### config.mk
export PLATFORM = sky130hd
export DESIGN_NAME = apf_min_tree
export DESIGN_NICKNAME = d
export VERILOG_FILES = /design/src/apf_pkg.sv /design/src/apf_min_tree.sv
export SDC_FILE = /design/constraint.sdc
export NUM_CORES = 1
export LEC_CHECK = 0
export BUFFER_PORTS_ARGS = -buffer_cell sky130_fd_sc_hd__clkbuf_2
export CAP_MARGIN = 10
export CORE_UTILIZATION = 55
export CTS_CLUSTER_DIAMETER = 120
export DETAILED_ROUTE_END_ITERATION = 8
export GPL_TIMING_DRIVEN = 0
export HOLD_SLACK_MARGIN = 0.02
export PLACE_DENSITY_LB_ADDON = 0.12
export SETUP_SLACK_MARGIN = 0.15
export SLEW_MARGIN = 10
export SYNTH_ARGS = -nofsm -noshare
export SYNTH_HDL_FRONTEND = slang
export SYNTH_SLANG_ARGS = --single-unit
### constraint.sdc
create_clock -name clk_i -period 3.55 [get_ports clk_i]
set_input_delay 0.355 -clock clk_i [delete_from_list [all_inputs] [get_ports clk_i]]
set_output_delay 0.355 -clock clk_i [all_outputs]
set_load 0.01 [all_outputs]
### src/apf_pkg.sv
`default_nettype none

package apf_pkg;

  // Field widths fixed by the item format.
  localparam int CH_FIELD_W  = 3;
  localparam int SEV_W       = 3;

  // Window registers.
  localparam int NUM_WIN_REGS = 8;
  localparam int WREG_IDX_W   = 3;
  localparam int CFG_IDX_W    = 4;
  localparam int CFG_DATA_W   = 8;

  typedef logic [CFG_DATA_W-1:0] win_reg_t;
  typedef logic [SEV_W-1:0]      sev_t;

  localparam win_reg_t WIN_RESET [NUM_WIN_REGS] = '{
    8'd90, 8'd90, 8'd12, 8'd12, 8'd12, 8'd12, 8'd12, 8'd12
  };

  // Severity codes.
  localparam sev_t SEV_NONE    = 3'd0;
  localparam sev_t SEV_UNKNOWN = 3'd4;
  // Larger than every legal code, so it never wins a minimum.
  localparam sev_t SEV_NEUTRAL = 3'd7;

  function automatic sev_t sev_min(input sev_t a, input sev_t b);
    sev_min = (a < b) ? a : b;
  endfunction

endpackage

`default_nettype wire

### src/apf_min_tree.sv
`default_nettype none

// Binary minimum tree in heap order. Leaves are loaded on load_i, and
// every third level up from the leaves is registered.
module apf_min_tree #(
  parameter int LEAVES = 128
) (
  input  logic                                clk_i,
  input  logic                                load_i,
  input  logic [LEAVES-1:0][apf_pkg::SEV_W-1:0] leaf_i,
  output apf_pkg::sev_t                       root_o
);
  import apf_pkg::*;

  localparam int LOG = $clog2(LEAVES);

  sev_t node [1:2*LEAVES-1];

  for (genvar k = LEAVES; k < 2*LEAVES; k++) begin : g_leaf
    sev_t leaf_q;

    always_ff @(posedge clk_i) begin
      if (load_i) begin
        leaf_q <= leaf_i[k-LEAVES];
      end
    end

    assign node[k] = leaf_q;
  end

  for (genvar k = 1; k < LEAVES; k++) begin : g_node
    localparam int LV = $clog2(k+1) - 1;
    if (((LOG - LV) % 3) == 0) begin : g_reg
      sev_t node_q;

      always_ff @(posedge clk_i) begin
        node_q <= sev_min(node[2*k], node[2*k+1]);
      end

      assign node[k] = node_q;
    end else begin : g_comb
      assign node[k] = sev_min(node[2*k], node[2*k+1]);
    end
  end

  assign root_o = node[1];

endmodule

`default_nettype wire

==> results.md, run 1 <==
* Status: finished with violations
* Failing checks: negative setup slack
* WHS at 0.3683 ns
* Die Wd at 212.8 um
* Final instance area at 33,630 um2
* Via count at 19,200
* Number of global-route vias before repair at 20,210
* Initial DRT Pass Iterations at 6
* Synth area leaders: edfxtp_1 47%, ha_1 18%, dfxtp_1 4.4%, inv_1 4.2%, mux2i_1 3.7%
* P per Cell Area at 525.5 nW/um2
* Core Footprint at 43,460 um2
* Maximum clock path buffer count at 3
* Slew Viols, Final at 0
* Total CTS buffers at 48
* Synth Register Bits at 438
* Final routed DRC violation total at 0
* Leakage at 15.28 nW
* Unrepaired setup endpoints after global routing: true
* DR iter-0 viols at 1,049
* TritonCTS clock tree: yes
* Grt ovf at 0
* Num rows at 76
* Clock slew seen by the registers of the worst setup and hold paths at 0.07 ns
* Clk root buf: clkbuf_16
* Clock latency on the worst-skew pair at 0.58 ns
* Synth warn at 0
* Setup skew after layout at 0.01671 ns
* Fillers at 2,573
* Vias per cell at 5.406
* Post-synth top area cell: edfxtp_1
* First-pass GRT wire length at 97,120 um
* Area of the mapped netlist at 24,440 um2
* Post-layout min period at 3.576 ns
* Hold-critical path depth at 1
* Initial Utilization at 56.25%
* Hold crit path type: in -> reg
* Die height at 212.8 um
* CP arrival at 4.03 ns
* # Max-Cap Violations at 0
* Mapped Cells at 2,040
* Final worst slack at -0.02578 ns
* Type of the worst setup path: reg -> reg
* VDD IR-drop max at 0.5663 mV
* Largest net degree at the start of global routing at 97
* Wire per inst at 18.04 um
* H-tree depth at 2
* Post-DRT Antenna Nets at 0
* Area of the die at 45,290 um2
* Final nets at 3,647
* WL final at 64,080 um
* Worst-Margin Slew at 0.6450 ns
* Worst Reg2Reg Path Length in Cells at 15
* Share of cells above drive strength 1 at 22.96%
* Port buffer count at 388
* Final Cycle Share at 100.7%
* Layout area overhead at 37.58%
* Post-synthesis net count at 2,770
* Max Fclk at 0.2797 GHz
* # clock sinks at 438
* Yosys cell types at 32
* Critical path launch point type: register
* Slew headroom at 57.00%
* Req. time, crit path at 4.01 ns
* Syn avg cell area at 11.98 um2
* Final Setup Violations at 1
* Crit Path Max Fanout at 5
* Placed inst area at 27,240 um2
* Antenna violations before repair at 9
* HPWL Detailed at 40,200 um
* CP endpoint kind: register
* Area occupied by multi-input gates at 11,290 um2
* Setup TNS at -0.02578 ns
* Gp weighted congestion at 0.8125
* Final core utilization at 77.39%
* Proportion of netlist area held by the largest area contributor at 47.17%
* Top Ports at 389
* Final Hold Vio Count at 0
* Register area at 12,610 um2
* Sequential element share of the synthesized area at 51.59%
* GR Util All Layers at 27.12%
[cells in the final DEF, fill, tap and decap left out, types with 26 or more instances in the layout]
| cell | synthesis | layout |
|---|---|---|
| ha_1 | 344 | 339 |
| nand3_1 | 54 | 54 |
| dlygate4sd3_1 | 0 | 384 |
| mux2i_1 | 90 | 84 |
| a21oi_1 | 156 | 126 |
| a21o_1 | 45 | 45 |
| clkbuf_2 | 0 | 387 |
| nor2b_1 | 59 | 41 |
| nand2b_1 | 42 | 42 |
| nor2_1 | 67 | 67 |
| mux2_2 | 32 | 26 |
| o21bai_1 | 44 | 44 |
| buf_4 | 0 | 51 |
| edfxtp_1 | 384 | 384 |
| dfxtp_1 | 54 | 53 |
| nand2_1 | 123 | 123 |
| inv_1 | 272 | 268 |
| o21ai_0 | 78 | 78 |
| clkbuf_16 | 0 | 49 |
[area by class of cell]
| class | instances | share of cell area, % |
|---|---|---|
| Sequential cell | 438 | 37.51 |
| Inverter | 272 | 3.036 |
| Clock inverter | 31 | 1.202 |
| Multi-Input combinational cell | 1330 | 33.56 |
| Antenna cell | 9 | 0.06697 |
| Timing Repair Buffer | 827 | 18.70 |
| Tap cell | 585 | 2.176 |
| Clock buffer | 59 | 3.758 |
[registers in the layout, summed over array words and instances, names as in the netlist]
signal	flops
g_node.g_reg.node_q	54
g_leaf.leaf_q	384
[synth_stat cells]
cell and count:
edfxtp_1 384, ha_1 344, inv_1 272, a21oi_1 156
nand2_1 123, mux2i_1 90, o21ai_0 78, nor2_1 67
nor2b_1 59, dfxtp_1 54, nand3_1 54, a21o_1 45
o21bai_1 44, nand2b_1 42, mux2_2 32, a211oi_1 18
a211oi_2 18, a221o_1 18, a22oi_1 18, and4bb_2 18
o211ai_1 18, o21a_1 18, a211o_1 13, a31oi_1 13
o2bb2ai_1 13, a211o_2 5, a21o_2 5, a311o_1 5
mux2_4 5, o21bai_2 5, or2_2 5, o21ai_1 1
[power by group]
part	total [W]	leakage (nW)	internal (W)	switching (W)
sequential	0.00660	4.21	0.00626	0.000341
clock	0.00531	0.806	0.00320	0.00211
combinational	0.00576	10.3	0.00285	0.00291
[path summary, 6_finish.rpt]
path	start	to	slack [ns]
worst max-delay path	g_leaf[173].leaf_q[1]$_DFFE_PP_	g_node[21].g_reg.node_q[1]$_DFF_P_	-0.03
worst min-delay path	load_i	g_leaf[238].leaf_q[0]$_DFFE_PP_	0.37
worst max register to register	g_leaf[173].leaf_q[1]$_DFFE_PP_	g_node[21].g_reg.node_q[1]$_DFF_P_	-0.03
worst min register to register	g_node[18].g_reg.node_q[0]$_DFF_P_	g_node[2].g_reg.node_q[1]$_DFF_P_	0.82
[kinds of logic (layout without fill, tap and decap cells)]
logic type               Yosys count  in the layout  synth area share (%)
AND/OR/NAND/NOR                  368            368                 7.657
multiplexers                     127            127                 5.467
other                              0              9                     0
buffers and inverters            272           1189                 4.177
flip-flops                       438            438                 51.59
adder cells (fa/ha/maj)          344            344                 17.61
AO/OA/AOI/OAI                    491            491                 13.50
[worst max-delay path, cell delays in order (launching register included)]
cell and delay [ns]:
edfxtp_1 0.45, inv_2 0.12, ha_4 0.21, a21o_1 0.19, a21oi_2 0.20, mux2i_1 0.39, inv_1 0.09, ha_1 0.23
a21o_1 0.19, a31oi_2 0.20, mux2_4 0.34, ha_1 0.22, a21oi_4 0.21, nor2b_4 0.18, a221o_1 0.16, nand3_1 0.08
[routing by layer]
layer | wire length [um] | up-vias | global-route usage (%)
li1 | - | 9212 | -
met1 | 24770 | 9176 | 30.11
met2 | 33800 | 645 | 51.48
met3 | 3615 | 162 | 4.736
met4 | 1880 | 2 | 9.477
met5 | 13 | - | 0
[per-stage QoR]
stage          std cells  setup slack [ns]  power (W)
4_1_cts             3491           0.05931    0.01704
3_3_place_gp        3013            -3.943    0.01105
2_1_floorplan       2040            0.3216    0.01007
6_report            3551          -0.02578    0.01767
3_5_place_dp        3017          -0.02758    0.01134
5_1_grt             3549          -0.05559    0.01859
[what timing repair did]
item / 4_1_cts / 5_1_grt
buffers inserted: 0 / 51
pin swaps: 0 / 28
gates resized for setup: 21 / 83
hold endpoints to repair: 384 / 0
endpoints found under the setup margin: 17 / 26
hold buffers: 384 / 0
No activity file was read; power rests on OpenSTA's default activity.
==> run 2: changes to the inputs <==
--- a/config.mk
+++ b/config.mk
@@ -10,7 +10,7 @@
 export CORE_UTILIZATION = 55
 export CTS_CLUSTER_DIAMETER = 120
 export DETAILED_ROUTE_END_ITERATION = 8
-export GPL_TIMING_DRIVEN = 0
+export GPL_TIMING_DRIVEN = 1
 export HOLD_SLACK_MARGIN = 0.02
 export PLACE_DENSITY_LB_ADDON = 0.12
 export SETUP_SLACK_MARGIN = 0.15
==> results.md, run 2 (synthesis results as in run 1) <==
* Status: completed
* Largest Register: g_leaf.leaf_q
* Via count at 19,150
* Slew Viols, Final at 0
* WL final at 63,140 um
* Clk root buf: clkbuf_16
* Vias per cell at 5.419
* Maximum clock path buffer count at 3
* Clock slew seen by the registers of the worst setup and hold paths at 0.06 ns
* Setup skew after layout at 0.01242 ns
* Gate power share at 32.3%
* Unrepaired setup endpoints after global routing: true
* Critical path launch point type: register
* Biggest regs: g_leaf.leaf_q: 384 flops, g_node.g_reg.node_q: 54 flops
* Hold crit path type: in -> reg
* Wire per inst at 17.87 um
* Slowest cell delay on critical path at 0.43 ns
* Initial Utilization at 56.25%
* Placed inst area at 27,380 um2
* # Max-Cap Violations at 0
* Gp weighted congestion at 0.8343
* WHS at 0.3393 ns
* Most frequent cells in the layout: 387 x clkbuf_2, 384 x edfxtp_1, 384 x dlygate4sd3_1
* Core Footprint at 43,460 um2
* H-tree depth at 2
* Antenna violations before repair at 16
* Area occupied by multi-input gates at 10,990 um2
* Worst-Margin Slew at 0.8694 ns
* Largest net degree at the start of global routing at 102
* Most common cell after layout, fill and taps aside: clkbuf_2
* Post-DRT Antenna Nets at 0
* Port buffer count at 388
* HPWL Detailed at 40,840 um
* TritonCTS clock tree: yes
* Fillers at 2,621
* Type of the worst setup path: reg -> reg
* Crit Path Max Fanout at 2
* Placed Instances at 3,040
* Number of global-route vias before repair at 20,360
* Grt ovf at 0
* Die height at 212.8 um
* CP endpoint kind: register
* Die Wd at 212.8 um
* Clock latency on the worst-skew pair at 0.58 ns
* DR iter-0 viols at 1,163
* First-pass GRT wire length at 98,150 um
* Setup TNS at 0 ns
* Power share of the clock group at 29.1%
* Top cell by count, worst path: ha_1
* Final Setup Violations at 0
* Area of the die at 45,290 um2
* Post-layout min period at 3.337 ns
* Layout area overhead at 35.22%
* Fin cells at 3,534
* Register area at 12,610 um2
* Num rows at 76
* Final instance area at 33,050 um2
* Share of cells above drive strength 1 at 21.61%
* Final Cycle Share at 93.99%
* Net Sw Power at 0.005234 W
* Flop pwr share at 38.7%
* Pint at 0.01183 W
* Sw frac at 30.67%
* Final nets at 3,629
* GR Util All Layers at 27.52%
* Max Fclk at 0.2997 GHz
* Crit path cell chain: inv_1 -> ha_1 -> a21o_1 -> a21oi_2 -> mux2i_2 -> inv_1 -> ha_1 -> a21o_1 -> a31oi_1 -> mux2_2 -> ha_1 -> a21oi_2 -> nor2b_2 -> a221o_1 -> nand3_1
* # clock sinks at 438
* VDD IR-drop max at 0.5344 mV
* Initial DRT Pass Iterations at 7
* Final routed DRC violation total at 0
* P per Cell Area at 516.3 nW/um2
* Slew headroom at 42.04%
* Final Hold Vio Count at 0
* Max FFs per register at 384
* Total CTS buffers at 48
* CP arrival at 3.80 ns
* Worst path slowest cell: edfxtp_1
* Req. time, crit path at 4.01 ns
* Top Ports at 389
* Leakage at 15.03 nW
run 2: changes by cell type in the layout (fill, tap and decap cells not counted), sizes merged:
cell | before | now
buf | 55 | 38
bufinv | 9 | 5
clkbuf | 447 | 442
clkinv | 16 | 22
clkinvlp | 4 | 3
diode | 9 | 15
inv | 274 | 272
run 2: power groups by stage:
stage                     clock network [W]  logic, W  registers, W
final                               0.00496   0.00550       0.00660
after global routing                0.00525   0.00610       0.00667
after CTS                           0.00501   0.00516       0.00659
after detailed placement                  0   0.00477       0.00669
after global placement                    0   0.00441       0.00667
after floorplan                           0   0.00350       0.00657
run 2: final cells by class:
cell class                 count  area share (%)
timing repair buffer         809           18.53
inverter                     272           3.089
clock inverter                30          0.8630
clock buffer                  55           3.778
tap                          585           2.214
antenna                       15          0.1136
multi-input combinational   1330           33.26
sequential                   438           38.16
run 2: metrics by stage:
stage	setup slack, ns	power (W)	utilization, %
final	0.2133	0.01707	76.06
after global routing	0.05602	0.01801	76.05
after CTS	0.2079	0.01676	75.38
after detailed placement	0.2240	0.01146	63.01
after floorplan	0.3216	0.01007	-
after global placement	0.4098	0.01108	63.01
run 2: worst max-delay path: cells and delay by family, from the launching register on:
family | cells | cell delay [ns]
AOI/OAI and AO/OA | 6 | 1.05
adders and majority gates | 3 | 0.67
buffers and inverters | 2 | 0.17
DFF | 1 | 0.43
muxes | 2 | 0.65
and+or+nand+nor | 2 | 0.25
run 2: routing by layer:
layer	track usage, %	routed length, um	part of all wire, %	vias to the layer above
met5	0	27	0.043	-
met4	11.86	2315	3.7	4
met3	6.148	3806	6.0	171
met2	50.99	33130	52	634
met1	29.87	23860	38	9160
li1	-	-	-	9180
run 2: timing repair:
item / in CTS / in global routing
hold endpoints to repair: 384 / 0
hold buffers: 384 / 0
endpoints found under the setup margin: 0 / 28
setup buffers: 0 / 10
resized for setup: 0 / 51
run 2: worst paths after layout:
| path | to | slack (ns) | cells after the start | start |
|---|---|---|---|---|
| worst max-delay path | g_node[29].g_reg.node_q[1]$_DFF_P_ | 0.21 | 15 | g_leaf[237].leaf_q[1]$_DFFE_PP_ |
| worst min-delay path | g_leaf[238].leaf_q[0]$_DFFE_PP_ | 0.34 | 1 | load_i |
| worst max register to register | g_node[29].g_reg.node_q[1]$_DFF_P_ | 0.21 | 15 | g_leaf[237].leaf_q[1]$_DFFE_PP_ |
| worst min register to register | g_node[23].g_reg.node_q[0]$_DFF_P_ | 0.78 | 4 | g_leaf[188].leaf_q[0]$_DFFE_PP_ |
