--- config.mk ---
export PLATFORM = sky130hd
export DESIGN_NAME = apf_cell
export DESIGN_NICKNAME = d
export VERILOG_FILES = /design/src/apf_pkg.sv /design/src/apf_cell.sv
export SDC_FILE = /design/constraint.sdc
export NUM_CORES = 1
export LEC_CHECK = 0
export BUFFER_PORTS_ARGS = -buffer_cell sky130_fd_sc_hd__clkbuf_2
export CAP_MARGIN = 20
export CELL_PAD_IN_SITES_DETAIL_PLACEMENT = 1
export CELL_PAD_IN_SITES_GLOBAL_PLACEMENT = 1
export CORE_UTILIZATION = 40
export CTS_BUF_LIST = sky130_fd_sc_hd__clkbuf_4
export DETAILED_ROUTE_END_ITERATION = 6
export PLACE_DENSITY = 0.73
export SYNTH_ARGS = -nofsm -noshare
export SYNTH_HDL_FRONTEND = slang
export SYNTH_SLANG_ARGS = --single-unit
--- constraint.sdc ---
create_clock -name clk_i -period 1.1 [get_ports clk_i]
set_clock_uncertainty 0.2 [all_clocks]
set_input_delay 0.055 -clock clk_i [delete_from_list [all_inputs] [get_ports clk_i]]
set_output_delay 0.055 -clock clk_i [all_outputs]
set_load 0.05 [all_outputs]
--- src/apf_pkg.sv ---
`default_nettype none

package apf_pkg;

  // Field widths fixed by the item format.
  localparam int CH_FIELD_W  = 3;
  localparam int SEV_W       = 3;

  // Window registers.
  localparam int NUM_WIN_REGS = 8;
  localparam int WREG_IDX_W   = 3;
  localparam int CFG_IDX_W    = 4;
  localparam int CFG_DATA_W   = 8;

  typedef logic [CFG_DATA_W-1:0] win_reg_t;
  typedef logic [SEV_W-1:0]      sev_t;

  localparam win_reg_t WIN_RESET [NUM_WIN_REGS] = '{
    8'd90, 8'd90, 8'd12, 8'd12, 8'd12, 8'd12, 8'd12, 8'd12
  };

  // Severity codes.
  localparam sev_t SEV_NONE    = 3'd0;
  localparam sev_t SEV_UNKNOWN = 3'd4;
  // Larger than every legal code, so it never wins a minimum.
  localparam sev_t SEV_NEUTRAL = 3'd7;

  function automatic sev_t sev_min(input sev_t a, input sev_t b);
    sev_min = (a < b) ? a : b;
  endfunction

endpackage

`default_nettype wire

--- src/apf_cell.sv ---
`default_nettype none

// One history position for every channel. On a shift the selected
// channel's entry takes the value handed over by the neighboring cell.
module apf_cell #(
  parameter int CHANNELS = 8,
  parameter int CH_W     = 3
) (
  input  logic                clk_i,
  input  logic                rst_ni,
  input  logic                shift_i,
  input  logic [CH_W-1:0]     ch_i,
  input  apf_pkg::sev_t       data_i,
  output apf_pkg::sev_t       data_o
);
  import apf_pkg::*;

  sev_t store_q [CHANNELS];

  always_ff @(posedge clk_i or negedge rst_ni) begin
    if (!rst_ni) begin
      for (int c = 0; c < CHANNELS; c++) begin
        store_q[c] <= SEV_NONE;
      end
    end else if (shift_i) begin
      store_q[ch_i] <= data_i;
    end
  end

  assign data_o = store_q[ch_i];

endmodule

`default_nettype wire

==> results by group, run 1 <==
Run status
  • Status: finished, violations left
  • Failing checks: negative setup slack

Routing
  • Post-route DRC: 0
  • DR WL/cell: 19.88 µm
  • Final WL: 3042 µm
  • Via count: 882
  • Initial DRT Pass Iterations: 4
  • DR iter-0 viols: 14
  • Via-to-Cell Ratio: 5.765
  • Post-DRT Antenna Nets: 0

Finish
  • Max reg flops: 24
  • Final Core Density: 55.62%
  • Fin cells: 153
  • Regs by FF count: store_q x24
  • Post-route design area: 1560 µm²
  • Syn-to-layout area delta: 30.44%
  • Largest register by flop count: store_q
  • Fill cell count: 297
  • Share of layout cells above drive strength 1: 51.64%
  • # diodes: 0
  • Fin nets: 132

Critical path
  • CP Cell Sequence: mux2i_1, a211oi_1, a311o_2, buf_8
  • CP Buf/Inv Count: 1
  • Kind of critical path: flip-flop to output pin
  • WP data required: 0.84 ns
  • Crit-path max cell delay: 0.42 ns
  • Critical path launch point type: flip-flop
  • CP delay by family, top: compound AO/OA/AOI/OAI gates
  • Critical Path Fanout Max: 2
  • CP endpoint kind: output pin
  • CP max stage cell: dfrtp_1
  • Worst EP arrival: 1.53 ns

Logic synthesis
  • Sequential share of the synthesized area: 50.21%
  • YS warnings: 0
  • Seq cells post-synth: 24
  • Syn_area_per_cell: 13.00 µm²
  • Mapped Area: 1196 µm²
  • Cells after Synth: 92
  • Distinct cells, synth: 22
  • Net Count, Synth: 101

Timing
  • Final Max Tran Viols: 0
  • RSZ-0062 raised after global routing: true
  • Setup slack after layout: -0.6898 ns
  • Clock period minus worst slack: 1.790 ns
  • Fmax achieved: 0.5587 GHz
  • Slew HR: 79.28%
  • Fin. Hold Viols: 0
  • Final setup violation count: 6
  • Tcrit/Tclk final: 162.7%
  • WHS: 0.04219 ns
  • Worst Tran Pin Value: 0.3107 ns

Clock network
  • H-tree levels: 1
  • CTS tree: built
  • Total CTS buffers: 3
  • Clk_lat worst skew: 0.31 ns
  • CTS sink cnt: 24
  • Max clock buf depth: 2
  • Root Buffer Master: clkbuf_4
  • Reg clk slew, reported paths: 0.13 ns

Placed design
  • Port bufs: 11
  • Cells after DPL: 142
  • GPL Wtd Cong: 0.8447
  • Cell Area, Placed: 1435 µm²
  • Hpwl dp: 2060 µm

GRT
  • Initial antenna violation count: 0
  • Met1 usage in global routing: 27.57%
  • Total track usage: 21.29%
  • First-pass GRT wire length: 5050 µm
  • Number of global-route vias before repair: 985
  • Largest net degree at the start of global routing: 25
  • Grt total ovfl: 0
  • GR peak layer: met2
  • Met3 Use GR: 3.456%
  • Met2 Usage GRT: 35.37%

Floorplanning
  • Core box area: 2805 µm²
  • Rows: 19
  • I/O pins: 12
  • Die width: 56.69 µm
  • Die area: 3213 µm²
  • Initial Utilization: 42.64%
  • Die height: 56.69 µm

Job
  • MaxCap Viol Count: 0

Worst hold path
  • Worst Hold Class: primary input to async pin

Power and ir drop
  • Leak: 0.7176 nW
  • Maximum VDD drop: 939.6 µV
  • Pwr Density: 1505 nW/µm²
power breakdown:
| part | switching (W) | internal [W] | total, W | leakage [nW] |
|---|---|---|---|---|
| Clock | 0.000267 | 0.000133 | 0.000400 | 0.0154 |
| Sequential | 0.000121 | 0.00107 | 0.00120 | 0.288 |
| Combinational | 0.000330 | 0.000422 | 0.000752 | 0.414 |
placed cells by master (no fill, tap or decap), drive strengths merged:
cell type	netlist	layout
nand2	4	4
nor3b	1	1
nor2	2	2
o22ai	3	3
clkbuf	0	11
o21ai	2	2
dfrtp	24	24
mux2i	8	8
a211oi	2	2
buf	5	19
and3	1	1
nand4	2	2
a311o	2	2
nand4b	2	2
a21oi	2	2
inv	3	3
o221ai	2	2
clkinv	0	1
dlygate4sd3	0	4
mux2	23	23
nor3	2	2
nand2b	2	2
worst reg2reg max path, delay by kind of cell, from the launching register on:
family	cells	cell delay, ns
muxes	1	0.25
buffers and inverters	1	0.13
DFF	1	0.43
cells in the mapped netlist, drive strengths merged:
library cell	number	area (µm²)
o221ai	2	17.52
nor3	2	20.02
nand2	4	15.01
mux2i	8	80.08
mux2	23	259.0
and3	1	6.260
a21oi	2	10.01
o22ai	3	18.77
nand4b	2	17.52
inv	3	11.26
nor3b	1	12.51
nor2	2	7.510
dfrtp	24	600.6
a211oi	2	15.01
o21ai	2	10.01
a311o	2	20.02
nand2b	2	12.51
nand4	2	12.51
buf	5	50.04
per-layer routing:
| metal | vias to the layer above | share of wire, % |
|---|---|---|
| met5 | - | 0 |
| li1 | 399 | - |
| met1 | 449 | 45 |
| met3 | 11 | 3.0 |
| met2 | 23 | 49 |
| met4 | 0 | 2.4 |
worst paths after layout:
check	start	end	cells past startpoint	slack [ns]
min	rst_ni	store_q[15]	3	0.04
min reg2reg	store_q[13]	store_q[13]	1	0.32
min in group clk_i	shift_i	store_q[16]	4	0.06
max	store_q[17]	data_o[2]	4	-0.69
max reg2reg	store_q[0]	store_q[0]	2	-0.01
max in group asynchronous	rst_ni	store_q[22]	3	0.43
metrics by stage:
stage	power, W	setup slack, ns	setup TNS [ns]
4_1_cts	0.002310	-0.6769	-1.971
6_report	0.002348	-0.6898	-1.983
2_1_floorplan	0.001658	-0.1800	-0.6797
3_5_place_dp	0.001840	-0.4530	-8.512
5_1_grt	0.002464	-0.7516	-2.210
3_3_place_gp	0.001816	-0.4438	-8.135
kinds of logic after synthesis:
family	count (synthesis)	share of synthesized area (%)
simple gates	16	8.682
buf+inv	8	5.125
flops	24	50.21
compound gates	13	7.636
mux	31	28.35
final cells by class:
class                      instances  area [µm²]  area share [%]
multi-input combinational         60       616.8           39.53
sequential                        24       600.6           38.49
timing repair buffer              31       264.0           16.92
tap                               31       38.79           2.486
clock buffer                       3       22.52           1.443
inverter                           3       13.76          0.8821
clock inverter                     1       3.754          0.2406
repair_timing:
item,in CTS,in global routing
gates resized for setup,8,4
hold endpoints to repair,48,0
gates cloned,0,0
hold buffers,4,0
setup endpoints to repair,11,5
buffers inserted,2,1
pin swaps,7,3
Note: power is estimated with default switching activity, not from simulation.
==> run 2: changes to the inputs <==
--- a/config.mk
+++ b/config.mk
@@ -9,6 +9,7 @@
 export CAP_MARGIN = 20
 export CELL_PAD_IN_SITES_DETAIL_PLACEMENT = 1
 export CELL_PAD_IN_SITES_GLOBAL_PLACEMENT = 1
+export CORE_ASPECT_RATIO = 1.5
 export CORE_UTILIZATION = 40
 export CTS_BUF_LIST = sky130_fd_sc_hd__clkbuf_4
 export DETAILED_ROUTE_END_ITERATION = 6
==> constraint.sdc (replaced) <==
create_clock -name clk_i -period 1.1 [get_ports clk_i]
set_clock_uncertainty 0.2 [all_clocks]
set_input_delay 0.22 -clock clk_i [delete_from_list [all_inputs] [get_ports clk_i]]
set_output_delay 0.22 -clock clk_i [all_outputs]
set_load 0.05 [all_outputs]
==> run 2 against run 1 <==
Total power grew 4.2%. The flow still finishes with violations (negative setup slack). Non-clock buffer count rose by 7. Combinational power up 15%. Utilization up 8.2 points. Wire length increased by 15%. Maximum frequency down 8.3%. Critical path depth unchanged. Flip-flop and latch count is the same. Die area increased by 0.14%. Design area up 13%. Largest power group unchanged. Hold slack improved by 0.033 ns. Sequential share of layout area shrank 4.4 points.
==> results by group, run 2 (same netlist as run 1, synthesis figures left out) <==
Run status
  • Status: finished, violations left
  • Failing checks: negative setup slack

Power and ir drop
  • Leak: 0.8245 nW (+15%)
  • Sequential power share: 49.1% (-1.8 points)
  • Switching Fraction: 29.97% (-0.63 points)
  • Clock power frac: 15.4% (-1.6 points)
  • Pwr Density: 1387 nW/µm² (-7.8%)
  • Maximum VDD drop: 1051 µV (+12%)
  • Switching power of the nets: 0.0007328 W (+2.0%)
  • Int Pwr: 0.001712 W (+5.1%)
  • Comb pwr share: 35.5% (+3.5 points)

Job
  • MaxCap Viol Count: 0 (unchanged)

Routing
  • Final WL: 3507 µm (+15%)
  • Via count: 933 (+5.8%)
  • DR WL/cell: 21.25 µm (+6.9%)
  • DR iter-0 viols: 11 (-3)
  • Initial DRT Pass Iterations: 4 (unchanged)
  • Met3 wire len: 118 µm (+31%)
  • Top Layer Used: met4
  • Met2 routed wirelength: 1929 µm (+29%)
  • M1 WL: 1349 µm (-2.1%)
  • Post-route DRC: 0 (unchanged)
  • Post-DRT Antenna Nets: 0 (unchanged)
  • Via-to-Cell Ratio: 5.655 (-1.9%)

Clock network
  • Max clock buf depth: 2 (unchanged)
  • Total CTS buffers: 3 (unchanged)
  • CTS sink cnt: 24 (unchanged)
  • CTS tree: built
  • Reg clk slew, reported paths: 0.12 ns (about the same)
  • Root Buffer Master: clkbuf_4
  • Clk_lat worst skew: 0.32 ns (about the same)
  • H-tree levels: 1 (unchanged)

Critical path
  • CP endpoint kind: output pin
  • R2R Setup Slk: 0 ns (about the same)
  • CP Cell Sequence: mux2i_2, a211oi_2, a311o_2, buf_8
  • CP delay by family, top: compound AO/OA/AOI/OAI gates
  • Worst r2r path cells: 2 (unchanged)
  • Critical path launch point type: flip-flop
  • Reg-to-Reg End: store_q[16]
  • Crit-path max cell delay: 0.42 ns (about the same)
  • Reg-to-Reg Start: store_q[16]
  • Critical Path Fanout Max: 2 (unchanged)
  • CP max stage cell: dfrtp_1
  • CP Buf/Inv Count: 1 (unchanged)
  • Kind of critical path: flip-flop to output pin
  • WP data required: 0.68 ns (-0.16 ns)
  • Worst EP arrival: 1.53 ns (about the same)

Timing
  • Setup slack after layout: -0.8522 ns (-0.1624 ns)
  • Fmax achieved: 0.5122 GHz (-8.3%)
  • Tcrit/Tclk final: 177.5% (+15 points)
  • Fin. Hold Viols: 0 (unchanged)
  • Clock period minus worst slack: 1.952 ns (+0.1624 ns)
  • RSZ-0062 raised after global routing: true
  • Worst Tran Pin Value: 0.3230 ns (+0.01228 ns)
  • Final setup violation count: 20 (+14)
  • Final Max Tran Viols: 0 (unchanged)
  • WHS: 0.07476 ns (+0.03257 ns)
  • Slew HR: 78.47% (-0.82 points)

Finish
  • Max reg flops: 24 (unchanged)
  • Fill cell count: 283 (-4.7%)
  • # diodes: 0 (unchanged)
  • Leading cell type in the layout, fill and taps excluded: dfrtp_1
  • Most frequent cells in the layout: dfrtp_1 (24), mux2_4 (17), buf_4 (13)
  • Share of layout cells above drive strength 1: 59.38% (+7.7 points)
  • Final Core Density: 63.81% (+8.2 points)
  • Fin nets: 139 (+5.3%)
  • Syn-to-layout area delta: 47.38%
  • Multi-input logic area: 654.4 µm² (+6.1%)
  • Largest register by flop count: store_q
  • Register area: 600.6 µm² (unchanged)
  • Regs by FF count: store_q x24
  • Post-route design area: 1763 µm² (+13%)

GRT
  • First-pass GRT wire length: 5306 µm (+5.1%)
  • Initial antenna violation count: 0 (unchanged)
  • Total track usage: 24.37% (+3.1 points)
  • Largest net degree at the start of global routing: 14 (-44%)
  • Number of global-route vias before repair: 1,051 (+6.7%)
  • Grt total ovfl: 0 (unchanged)

Worst hold path
  • Worst Hold Class: primary input to flip-flop
  • Hold EP: store_q[10]
  • Hold Crit Depth: 3
  • Min-delay src: data_i[1]

Placed design
  • Hpwl dp: 2200 µm (+6.8%)
  • Port bufs: 11 (unchanged)
  • GPL Wtd Cong: 0.8274 (-2.0%)
  • Cell Area, Placed: 1450 µm² (+1.0%)

Floorplanning
  • Core box area: 2763 µm² (-1.5%)
  • I/O pins: 12 (unchanged)
  • Initial Utilization: 43.30% (+0.66 points)
  • Rows: 23 (+4)
  • Die width: 46.65 µm (-18%)
  • Die height: 68.98 µm (+22%)
  • Die area: 3218 µm² (+0.14%)
==> run 2: final cells by class <==
| class | count | share of cell area, % |
|---|---|---|
| well taps | 37 | 2.626 |
| clock buffers | 3 | 1.278 |
| multi-input cells | 60 | 37.12 |
| flip-flops and latches | 24 | 34.07 |
| inverters | 3 | 0.6388 |
| repair buffers | 38 | 24.27 |
==> run 2: power by group through the flow <==
stage | registers, W | logic (W) | clock network [W]
after floorplan | 0.00116 | 0.000471 | 0
after global placement | 0.00120 | 0.000608 | 0
after detailed placement | 0.00121 | 0.000637 | 0
after CTS | 0.00120 | 0.000799 | 0.000389
after global routing | 0.00122 | 0.000922 | 0.000412
final | 0.00120 | 0.000867 | 0.000377
==> run 2: how the worst max path moves through the flow <==
stage,start,end,slack [ns],depth (start not counted)
after floorplan,ch_i[0],data_o[2],-0.46,5
after global placement,ch_i[0],data_o[0],-0.69,5
after detailed placement,ch_i[0],data_o[0],-0.75,5
after CTS,store_q[15],data_o[0],-0.86,4
after global routing,store_q[15],data_o[0],-0.89,4
final,store_q[15],data_o[0],-0.85,4
==> run 2: metrics by stage <==
step | worst slack (ns) | TNS, ns | instances | power (W)
6_report | -0.8522 | -3.734 | 165 | 0.002445
4_1_cts | -0.8553 | -3.278 | 163 | 0.002385
2_1_floorplan | -0.4564 | -5.682 | 92 | 0.001631
3_5_place_dp | -0.7527 | -14.62 | 153 | 0.001846
3_3_place_gp | -0.6938 | -13.64 | 153 | 0.001810
5_1_grt | -0.8894 | -4.350 | 165 | 0.002557
==> run 2: layer usage <==
metal	up-vias	track usage [%]
li1	415	-
met4	0	9.643
met3	10	4.688
met1	484	26.91
met5	-	0
met2	24	44.10
==> run 2: worst min-delay path: cells and delay by family <==
| family | cells | cell delay [ns] |
|---|---|---|
| buffers and inverters | 1 | 0.16 |
| and+or+nand+nor | 1 | 0.09 |
| AOI/OAI and AO/OA | 1 | 0.09 |
==> run 2: repair_timing <==
action                                  CTS  global route
resized for setup                        38            15
endpoints found under the hold margin    24             0
endpoints found under the setup margin   27            25
pin swaps                                 9             5
gates cloned                              1             0
hold buffers                              1             0
buffers inserted                          5             5
==> run 3: changes to the inputs <==
--- a/config.mk
+++ b/config.mk
@@ -13,7 +13,8 @@
 export CORE_UTILIZATION = 40
 export CTS_BUF_LIST = sky130_fd_sc_hd__clkbuf_4
 export DETAILED_ROUTE_END_ITERATION = 6
-export PLACE_DENSITY = 0.73
+export GPL_TIMING_DRIVEN = 0
+export PLACE_DENSITY_LB_ADDON = 0.1
 export SYNTH_ARGS = -nofsm -noshare
 export SYNTH_HDL_FRONTEND = slang
 export SYNTH_SLANG_ARGS = --single-unit
==> run 3 against run 2 <==
The flow still finishes with violations (negative setup slack). First-iteration DRC count is 27% lower. Clock power is 5.6% higher. Utilization is 8.3 points lower. Global-route usage is 4.4 points lower. Sequential share of layout area is 5.1 points higher. Setup slack better by 0.016 ns. Flip-flop and latch count stayed put. Maximum frequency is 0.82% higher. Wire length is 24% lower. Hold slack worse by 0.035 ns. Count of clock-buffer cells in the layout stayed put.
==> results by group, run 3 (same netlist as run 1, synthesis figures left out) <==
Run status
  • Status: finished, violations left
  • Failing checks: negative setup slack

Routing
  • Via count: 832 (-11%)
  • DR WL/cell: 17.83 µm (-16%)
  • Post-route DRC: 0 (unchanged)
  • Final WL: 2657 µm (-24%)
  • Initial DRT Pass Iterations: 3 (-1)
  • DR iter-0 viols: 8 (-3)
  • Via-to-Cell Ratio: 5.584 (-1.2%)
  • Post-DRT Antenna Nets: 0 (unchanged)

Critical path
  • CP Buf/Inv Count: 1 (unchanged)
  • Reg-to-Reg End: store_q[14]
  • Crit-path max cell delay: 0.41 ns (about the same)
  • Worst EP arrival: 1.52 ns (about the same)
  • Critical Path Fanout Max: 2 (unchanged)
  • R2R Setup Slk: 0.02 ns (+0.02 ns)
  • Kind of critical path: flip-flop to output pin
  • CP endpoint kind: output pin
  • Reg-to-Reg Start: store_q[14]
  • Worst r2r path cells: 2 (unchanged)
  • WP data required: 0.68 ns (about the same)
  • CP Cell Sequence: mux2i_1, o22ai_1, a311o_2, clkbuf_16
  • CP max stage cell: dfrtp_1
  • CP delay by family, top: compound AO/OA/AOI/OAI gates
  • Critical path launch point type: flip-flop

Finish
  • Register area: 600.6 µm² (unchanged)
  • Largest register by flop count: store_q
  • Fill cell count: 298 (+5.3%)
  • Syn-to-layout area delta: 28.14%
  • Regs by FF count: store_q x24
  • Max reg flops: 24 (unchanged)
  • Share of layout cells above drive strength 1: 50.89% (-8.5 points)
  • Leading cell type in the layout, fill and taps excluded: dfrtp_1
  • Multi-input logic area: 619.3 µm² (-5.4%)
  • # diodes: 0 (unchanged)
  • Most frequent cells in the layout: dfrtp_1 (24), mux2_2 (12), mux2_4 (11)
  • Fin nets: 122 (-12%)
  • Post-route design area: 1533 µm² (-13%)

Clock network
  • Total CTS buffers: 3 (unchanged)
  • Root Buffer Master: clkbuf_4
  • CTS tree: built
  • CTS sink cnt: 24 (unchanged)
  • Reg clk slew, reported paths: 0.13 ns (about the same)
  • H-tree levels: 1 (unchanged)
  • Max clock buf depth: 2 (unchanged)
  • Clk_lat worst skew: 0.31 ns (about the same)

Job
  • MaxCap Viol Count: 0 (unchanged)

Worst hold path
  • Hold EP: store_q[10]
  • Hold Crit Depth: 3 (unchanged)
  • Worst Hold Class: primary input to flip-flop
  • Min-delay src: data_i[1]

Placed design
  • Hpwl dp: 1895 µm (-14%)
  • Port bufs: 9 (-2)
  • Cell Area, Placed: 1359 µm² (-6.3%)
  • GPL Wtd Cong: 0.7395 (-11%)

Power and ir drop
  • Switching Fraction: 29.44% (-0.53 points)
  • Tot Pwr: 0.002319 W (-5.1%)
  • Maximum VDD drop: 841.6 µV (-20%)
  • Leak: 0.6913 nW (-16%)
  • Sequential power share: 50.9% (+1.8 points)
  • Comb pwr share: 31.9% (-3.6 points)
  • Pwr Density: 1513 nW/µm² (+9.1%)
  • Clock power frac: 17.1% (+1.7 points)
  • Int Pwr: 0.001637 W (-4.4%)
  • Switching power of the nets: 0.0006828 W (-6.8%)

Floorplanning
  • Rows: 23 (unchanged)
  • Die height: 68.98 µm (unchanged)
  • Die area: 3218 µm² (unchanged)
  • Core box area: 2763 µm² (unchanged)
  • Initial Utilization: 43.30% (unchanged)
  • I/O pins: 12 (unchanged)
  • Die width: 46.65 µm (unchanged)

GRT
  • Total track usage: 19.95% (-4.4 points)
  • First-pass GRT wire length: 4422 µm (-17%)
  • Grt total ovfl: 0 (unchanged)
  • Largest net degree at the start of global routing: 25 (+11)
  • Initial antenna violation count: 0 (unchanged)
  • Number of global-route vias before repair: 878 (-16%)

Timing
  • Setup TNS: -2.552 ns (+1.182 ns)
  • WHS: 0.03959 ns (-0.03518 ns)
  • Setup slack after layout: -0.8363 ns (+0.01590 ns)
  • RSZ-0062 raised after global routing: true
  • Tcrit/Tclk final: 176.0% (-1.4 points)
  • Final setup violation count: 9 (-55%)
  • Fmax achieved: 0.5164 GHz (+0.82%)
  • Clock period minus worst slack: 1.936 ns (-0.01590 ns)
  • Worst Tran Pin Value: 0.5444 ns (+0.2214 ns)
  • Final Max Tran Viols: 0 (unchanged)
  • Slew HR: 63.71% (-15 points)
  • Fin. Hold Viols: 0 (unchanged)
[run 3: area by class of cell]
class | count | share of cell area, %
flip-flops and latches | 24 | 39.18
repair buffers | 16 | 10.45
plain buffers | 5 | 4.490
well taps | 37 | 3.020
clock buffers | 3 | 1.469
inverters | 3 | 0.7347
clock inverters | 1 | 0.2449
multi-input cells | 60 | 40.41
[run 3: how the worst max path moves through the flow]
stage | from | end | slack, ns | cells after the start
CTS | store_q[14] | data_o[2] | -0.85 | 4
floorplan | ch_i[0] | data_o[2] | -0.46 | 5
global route | store_q[2] | data_o[2] | -0.91 | 4
global placement | ch_i[0] | data_o[2] | -0.67 | 6
detailed placement | ch_i[0] | data_o[2] | -0.68 | 6
finish | store_q[0] | data_o[0] | -0.84 | 4
[run 3: through the flow]
step                      util, %  worst slack (ns)  std cells
after detailed placement    49.18           -0.6766        138
after CTS                   53.67           -0.8519        146
after floorplan                 -           -0.4564         92
after global placement      49.18           -0.6732        138
final                       55.48           -0.8363        149
after global routing        55.48           -0.9071        149
[run 3: power by group through the flow]
stage / logic [W] / registers, W / clock network (W)
2_1_floorplan: 0.000471 / 0.00116 / 0
3_3_place_gp: 0.000573 / 0.00118 / 0
3_5_place_dp: 0.000594 / 0.00120 / 0
4_1_cts: 0.000687 / 0.00118 / 0.000417
5_1_grt: 0.000799 / 0.00120 / 0.000451
6_report: 0.000741 / 0.00118 / 0.000398
[run 3: routing by layer]
metal	share of wire, %	vias up	GRT usage [%]
li1	-	385	-
met1	44	427	26.45
met2	51	14	31.25
met3	2.2	6	2.865
met4	2.0	0	9.643
met5	0	-	0
[run 3: tightest hold or removal path: stages]
cell      delay (ns)
clkbuf_2        0.16
nand2_1         0.08
o21ai_0         0.06
[run 3: what timing repair did]
item,4_1_cts,5_1_grt
endpoints found under the hold margin,24,0
hold buffers,1,0
pin swaps,4,2
setup endpoints to repair,17,38
setup buffers,3,3
gates resized for setup,14,11
cloned,0,0
